## config.mk

```make
export PLATFORM = sky130hd
export DESIGN_NAME = smavg_div
export DESIGN_NICKNAME = d
export VERILOG_FILES = /design/src/rtl/core/smavg_pkg.sv /design/src/rtl/core/smavg_div.sv
export SDC_FILE = /design/constraint.sdc
export NUM_CORES = 1
export LEC_CHECK = 0
export ABC_AREA = 1
export BUFFER_PORTS_ARGS = -buffer_cell sky130_fd_sc_hd__buf_2
export CORE_MARGIN = 5
export CORE_UTILIZATION = 52
export CTS_BUF_LIST = sky130_fd_sc_hd__clkbuf_4
export DETAILED_ROUTE_END_ITERATION = 8
export GPL_TIMING_DRIVEN = 0
export HOLD_SLACK_MARGIN = 0.12
export PLACE_DENSITY = 0.86
export SYNTH_ARGS = -nofsm -noshare
export SYNTH_HDL_FRONTEND = slang
export SYNTH_SLANG_ARGS = --single-unit
```

## constraint.sdc

```tcl
create_clock -name clk_i -period 5.05 [get_ports clk_i]
set_clock_uncertainty 0.2 [all_clocks]
set_input_delay 0.2525 -clock clk_i [delete_from_list [all_inputs] [get_ports clk_i]]
set_output_delay 0.2525 -clock clk_i [all_outputs]
set_load 0.02 [all_outputs]
```

## src/rtl/core/smavg_pkg.sv

```systemverilog
// Package: sizes, types and state codes of the moving-average block.
package smavg_pkg;

  localparam int MAX_WINDOW  = 1024;
  localparam int SAMPLE_BITS = 18;
  localparam int IDX_W       = $clog2(MAX_WINDOW);
  localparam int CNT_W       = 11;
  localparam int SUM_W       = SAMPLE_BITS + IDX_W + 1;
  localparam int MAG_W       = SUM_W - 1;
  localparam int FRAC_BITS   = 16;
  localparam int AVG_W       = 34;
  localparam int DIVD_W      = MAG_W + FRAC_BITS;
  localparam int QUO_W       = AVG_W;
  localparam int DHI_W       = DIVD_W - QUO_W;
  localparam int STEP_W      = $clog2(QUO_W + 1);

  typedef enum logic [1:0] {
    S_IDLE,
    S_UPD,
    S_DIV,
    S_DONE
  } smavg_state_e;

  typedef struct packed {
    logic                   rd_en;
    logic [IDX_W-1:0]       rd_addr;
    logic                   we;
    logic [IDX_W-1:0]       wr_addr;
    logic [SAMPLE_BITS-1:0] wr_data;
  } ram_req_t;

  typedef struct packed {
    logic              start;
    logic [DIVD_W-1:0] dividend;
    logic [CNT_W-1:0]  divisor;
  } div_req_t;

endpackage

```

## src/rtl/core/smavg_div.sv

```systemverilog
// Restoring divider, one quotient bit per cycle.
module smavg_div import smavg_pkg::*; (
  input  logic             clk_i,
  input  logic             rst_ni,
  input  div_req_t         req_i,
  output logic             done_o,
  output logic [QUO_W-1:0] quotient_o
);

  logic [CNT_W-1:0]  rem_q, rem_d;
  logic [QUO_W-1:0]  work_q, work_d;
  logic [CNT_W-1:0]  dvs_q;
  logic [STEP_W-1:0] cnt_q, cnt_d;
  logic              done_q, done_d;
  logic [CNT_W:0]    trial;
  logic [CNT_W:0]    diff;
  logic              ge;

  always_comb begin
    trial = {rem_q, work_q[QUO_W-1]};
    diff  = trial - {1'b0, dvs_q};
    ge    = (trial >= {1'b0, dvs_q});
    rem_d  = rem_q;
    work_d = work_q;
    cnt_d  = cnt_q;
    if (req_i.start) begin
      // top dividend bits are always below the divisor
      rem_d  = CNT_W'(req_i.dividend[DIVD_W-1 -: DHI_W]);
      work_d = req_i.dividend[QUO_W-1:0];
      cnt_d  = STEP_W'(QUO_W);
    end else if (cnt_q != '0) begin
      rem_d  = ge ? diff[CNT_W-1:0] : trial[CNT_W-1:0];
      work_d = {work_q[QUO_W-2:0], ge};
      cnt_d  = cnt_q - 1'b1;
    end
    done_d = (cnt_q == STEP_W'(1)) && !req_i.start;
  end

  always_ff @(posedge clk_i or negedge rst_ni) begin
    if (!rst_ni) begin
      cnt_q  <= '0;
      done_q <= 1'b0;
    end else begin
      cnt_q  <= cnt_d;
      done_q <= done_d;
    end
  end

  always_ff @(posedge clk_i) begin
    rem_q  <= rem_d;
    work_q <= work_d;
    if (req_i.start) begin
      dvs_q <= req_i.divisor;
    end
  end

  assign done_o     = done_q;
  assign quotient_o = work_q;

endmodule

```

==> results of run 1 <==
## worst max path at each step
stage / start / to / slack [ps] / cells after the start
after floorplan: cnt_q[0] / quotient_o[0] / 2700 / 7
after global routing: quotient_o[33] / rem_q[3] / 2410 / 12
after global placement: req_i[55] / rem_q[4] / 2250 / 4
after CTS: quotient_o[33] / rem_q[7] / 2610 / 12
after detailed placement: quotient_o[33] / rem_q[7] / 2660 / 12
final: quotient_o[33] / rem_q[3] / 2490 / 12
## cell type report
class                           count  area [um2]  share of cell area
Sequential cell                    63        1850               0.383
Clock buffer                        9        67.6              0.0140
Antenna cell                        1        2.50            0.000519
Inverter                           54         203              0.0421
Clock inverter                      7        87.6              0.0182
Multi-Input combinational cell    279        1390               0.288
Tap cell                           80         100              0.0208
Timing Repair Buffer              150        1040               0.216
Buffer                             14        83.8              0.0174
## stage by stage
stage	util	hold slack, ps	setup slack (ps)	area (um2)
after floorplan	-	-243	2700	3520
after global placement	0.611	-101	2250	4080
after detailed placement	0.611	-100	2660	4080
after CTS	0.721	298	2610	4820
after global routing	0.721	318	2410	4820
final	0.721	291	2490	4820
## sequential cells by signal (all words and copies together), names as in the netlist
register / cells
quotient_o: 34
dvs_q: 11
rem_q: 11
cnt_q: 6
done_o: 1
## kinds of logic (layout without fill, tap and decap cells)
family,Yosys count,count (layout),synth area share
AOI/OAI and AO/OA,12,12,0.0188
xor gates and xnor gates,4,4,0.00995
adders and majority gates,14,14,0.0519
buffers and inverters,68,234,0.0814
DFF,63,63,0.525
other,0,1,0
and+or+nand+nor,249,249,0.313
## per-layer routing
layer	track usage	part of all wire	up-vias
li1	-	-	1641
met4	0.130	0.044	0
met2	0.489	0.49	325
met5	0	0	-
met3	0.0935	0.11	63
met1	0.324	0.35	1679
## synthesized netlist by cell type (3+ instances only)
master,number
nand3_1,26
ha_1,13
nor2_1,12
xnor2_1,3
nand2_2,12
nand4_1,14
buf_2,6
nand3_2,6
o21ai_0,4
inv_1,51
nor2_2,3
edfxtp_1,55
inv_2,3
a21oi_1,5
clkbuf_1,6
nand2_1,170
dfrtp_1,7
## worst register-to-register path: cells and delay by family (launching register included)
kind                     cells  cell delay [ps]
adder cells (fa/ha/maj)      2              660
flip-flops                   1              430
buffers and inverters        3              360
AND/OR/NAND/NOR              7              650
## timing repair
action / in CTS / in global routing
endpoints found under the hold margin: 73 / 0
hold buffers: 58 / 0
setup endpoints to repair: 0 / 0
setup buffers: 0 / 0
## power by group
group / internal (mW) / total [mW] / switching, mW
clock network: 0.197 / 0.401 / 0.203
logic: 0.347 / 0.918 / 0.570
registers: 0.680 / 0.743 / 0.0632
==> impl_metrics.toml, run 1 <==
[drt]
drt_wl_total_um = 11800
wl_per_cell_um = 17.9
detail_route.first_pass.iterations = 6
ant_nets = 0
drtIter0Drc = 422
dr_total_vias = 3708
viasPerCell = 5.64
drc = 0

[cells_and_area]
area_growth_pct = 36.9
stdcell_count = 657
fin_nets = 643
n_fill_cell = 405
drive_gt1_frac = 0.250
final_cell_mix = "nand2_1 (170), buf_2 (98), dlygate4sd3_1 (58), edfxtp_1 (55), inv_1 (50)"
final_common_cell = "nand2_1"

[timing]
finalSetupViolCount = 0
setup_tns_ps = 0
slew_headroom = 0.362
max_slew.worst_pin.slew_ps = 956
rsz0062_at_grt = "false"
max_freq_mhz = 391
hold_viol_final = 0
slew_viol_final = 0
post-route-period-util = 0.506
post-route-min-period_ps = 2560

[synth]
ys_seq_area_frac = 0.525
synth_cells = 410
syn-num-nets = 482
synth-edff-count = 55
async_flop_share = 0.111
synth-main-ff-cell = "edfxtp_1"
synthesis.area_um2 = 3520
post-synth-top-area-cell = "edfxtp_1"
ys_seq_elements = 63
synth_top_area_frac = 0.469
yosysUniqueCellTypes = 31
avgSynthCellArea_um2 = 8.59
ys_warn_count = 0
synthTopCellsByArea = "edfxtp_1 (47%), nand2_1 (18%), inv_1 (5.4%)"

[hold_path]
hold_depth = 1
worstHoldStart = "cnt_q[2]"
hold_path_class = "flip-flop to flip-flop"
holdPathEnd = "done_o"

[worst_setup_path]
cp-end-kind = "flip-flop"
r2r_cells = 12
worstPathCellList = "inv_1 > ha_1 > fa_1 > inv_1 > nand3_1 > nand3_2 > nand2_2 > nand4_2 > buf_12 > nand2_2 > nand3_1 > nand2_1"
r2r_start = "quotient_o[33]"
worstPathRequired_ps = 5030
cp_slowest_cell = "edfxtp_1"
crit_path_max_fanout = 10
crit_family = "adder cells"
startpoint_type = "flip-flop"
rrSetupSlack_ps = 2490
cp_num_buf_inv = 3
cpPeakStageDelay_ps = 430
cp_data_arrival_time_ps = 2540
crit_type = "flip-flop to flip-flop"
timing.rr.end = "rem_q[3]"

[placement]
place.gp.congestion = 0.884
dp.cells = 582
portBuffers = 92
place_hpwl_um = 6170

[clocking]
cts.htree.levels = 3
ctsResizeCount = 0
clock_latency_ps = 440
cts_tree = "yes"
clk_path_buf_depth = 2
cts_sinks = 63
clkTransAtPathRegs_ps = 110
cts_buffers = 9
cts_root_buffer = "clkbuf_4"

[outcome]
status = "finished clean"

[floorplanning]
chipHeight_um = 92.3
core_area_um2 = 6680
die_area_um2 = 8520
initial_core_util = 0.527
die_w_um = 92.3
rows = 30
ios = 93

[pwr]
p_leak_nw = 2.47
power_mw = 2.06
powerDensity_nw_per_um2 = 428
ir_worst_vdd_mv = 0.268

[grt]
antenna_found_initial = 0
grt_max_degree = 45
grt_pass1_wl_um = 18800
grt_overflow = 0
grt_pass1_vias = 3735
grt_use_total = 0.286

[run]
maxCapViolations = 0
Power figures use the tool's default switching activity.
==> run 2: changes to the inputs <==
--- a/config.mk
+++ b/config.mk
@@ -8,12 +8,12 @@
 export ABC_AREA = 1
 export BUFFER_PORTS_ARGS = -buffer_cell sky130_fd_sc_hd__buf_2
 export CORE_MARGIN = 5
-export CORE_UTILIZATION = 52
+export CORE_UTILIZATION = 49
 export CTS_BUF_LIST = sky130_fd_sc_hd__clkbuf_4
 export DETAILED_ROUTE_END_ITERATION = 8
 export GPL_TIMING_DRIVEN = 0
 export HOLD_SLACK_MARGIN = 0.12
-export PLACE_DENSITY = 0.86
+export PLACE_DENSITY = 0.85
 export SYNTH_ARGS = -nofsm -noshare
 export SYNTH_HDL_FRONTEND = slang
 export SYNTH_SLANG_ARGS = --single-unit
==> constraint.sdc (replaced) <==
create_clock -name clk_i -period 2.3 [get_ports clk_i]
set_clock_uncertainty 0.2 [all_clocks]
set_input_delay 0.115 -clock clk_i [delete_from_list [all_inputs] [get_ports clk_i]]
set_output_delay 0.115 -clock clk_i [all_outputs]
set_load 0.02 [all_outputs]
==> run 2 against run 1 <==
  * The run now ends with negative setup slack left
  * Via count shrank 1.0%
  * Sequential cell count did not move
  * First-iteration DRC count fell by 26%
  * Count of clock-buffer cells in the layout is the same
  * Wire length is 2.0% lower
  * Global-route usage is 2.9 points lower
  * Combinational power up 150%
  * Highest routed layer unchanged
==> impl_metrics.toml, run 2 (synthesis gave the netlist of run 1 again) <==
[outcome]
status = "finished, violations left"
violations = "negative setup slack"

[worst_setup_path]
worstPathCellList = "inv_2 > ha_4 > fa_2 > inv_2 > nand3_2 > nand3_2 > nand2_4 > nand4_4 > buf_12 > nand2_2 > nand3_1 > nand2_1"
cpPeakStageDelay_ps = 450
cp-end-kind = "flip-flop"
critical_path_depth = 12
cp_slowest_cell = "edfxtp_1"
cp_num_buf_inv = 3
endpoint = "rem_q[2]"
rrSetupSlack_ps = -110
r2r_cells = 12
startpoint_type = "flip-flop"
r2r_start = "quotient_o[33]"
crit_path_max_fanout = 5
cp_data_arrival_time_ps = 2370
crit_start = "quotient_o[33]"
crit_family = "adder cells"
timing.rr.end = "rem_q[2]"
worstPathRequired_ps = 2270
crit_type = "flip-flop to flip-flop"

[drt]
drc = 0
detail_route.first_pass.iterations = 5
ant_nets = 0
wl_per_cell_um = 16.6
viasPerCell = 5.27
dr_total_vias = 3671
drt_wl_total_um = 11500
drtIter0Drc = 314

[grt]
antenna_found_initial = 0
grt_pass1_vias = 3713
grt_use_total = 0.257
grt_overflow = 0
grt_pass1_wl_um = 17700
grt_max_degree = 14

[floorplanning]
core_area_um2 = 7140
rows = 31
die_w_um = 94.8
initial_core_util = 0.493
ios = 93
chipHeight_um = 94.8
die_area_um2 = 8980

[timing]
post-route-period-util = 1.05
hold_viol_final = 0
finalSetupViolCount = 10
max_slew.worst_pin.slew_ps = 456
max_freq_mhz = 416
setup_tns_ps = -589
slew_headroom = 0.696
post-route-min-period_ps = 2410
setup_ws_ps = -105
rsz0062_at_grt = "true"
slew_viol_final = 0

[cells_and_area]
area_growth_pct = 46.2
num_antenna_cells = 0
final_cell_mix = "nand2_1 (168), buf_2 (97), dlygate4sd3_1 (58), edfxtp_1 (55), inv_1 (47)"
largest_reg_flops = 34
utilization = 0.721
drive_gt1_frac = 0.305
fin_nets = 664
final_common_cell = "nand2_1"

[pwr]
ir_worst_vdd_mv = 0.658
powerDensity_nw_per_um2 = 934
p_leak_nw = 2.59

[run]
maxCapViolations = 0

[clocking]
clkTransAtPathRegs_ps = 110
cts_tree = "yes"
cts.htree.levels = 3
cts_buffers = 9
cts_sinks = 63
clock_latency_ps = 430
cts_root_buffer = "clkbuf_4"
clk_path_buf_depth = 2

[placement]
place_hpwl_um = 6210
pre_cts_slack_ps = -525
place.gp.congestion = 0.923
portBuffers = 92

[hold_path]
hold_path_class = "input port to flip-flop"
## run 2: cell count changes in the layout (fill, tap and decap cells not counted), sizes merged
cell and delta:
clkbuf +1, inv +1, buf +17, clkinvlp +4
clkinv -2, diode -1
## run 2: cell type report
type                       count  area, um2
timing repair inverter         3       22.5
inverter                      54        206
clock buffer                   9       67.6
timing repair buffer         168       1200
tap                           99        124
clock inverter                 7        104
multi-input combinational    279       1490
fill                         458       1990
sequential                    63       1850
buffer                        14       86.3
## run 2: how the worst min path moves through the flow
stage | start | end | slack, ps | depth (start not counted)
finish | req_i[9] | dvs_q[9] | 220 | 2
CTS | req_i[1] | dvs_q[1] | 190 | 2
detailed placement | rst_ni | done_o | -240 | 1
floorplan | rst_ni | cnt_q[0] | -380 | 0
global route | req_i[4] | dvs_q[4] | 210 | 2
global placement | rst_ni | done_o | -240 | 1
## run 2: per-stage QoR
step | cells | instance area (um2) | hold WS, ps | power, mW
final | 696 | 5150 | 219 | 4.81
after CTS | 691 | 5030 | 193 | 4.55
after detailed placement | 601 | 4130 | -237 | 3.43
after global routing | 696 | 5150 | 206 | 5.09
after global placement | 601 | 4130 | -241 | 3.38
after floorplan | 410 | 3540 | -381 | 3.01
## run 2: layer usage
layer  track usage  share of wire  vias up
met5             0              0        -
met4         0.121          0.045        0
met3        0.0733          0.086       53
met2         0.452           0.51      212
met1         0.286           0.36     1718
li1              -              -     1688
## run 2: what timing repair did
action | in CTS | in global routing
hold endpoints to repair | 73 | 0
setup endpoints to repair | 53 | 54
buffers inserted | 12 | 6
cloned | 4 | 0
resized for setup | 7 | 14
pin swaps | 0 | 6
hold buffers | 58 | 0
## run 2: power breakdown
group | total [mW] | switching [mW] | internal (mW) | leakage [nW]
sequential | 1.64 | 0.144 | 1.49 | 0.684
clock | 0.916 | 0.463 | 0.453 | 0.0911
combinational | 2.25 | 1.30 | 0.949 | 1.82
total | 4.81 | 1.91 | 2.89 | 2.59
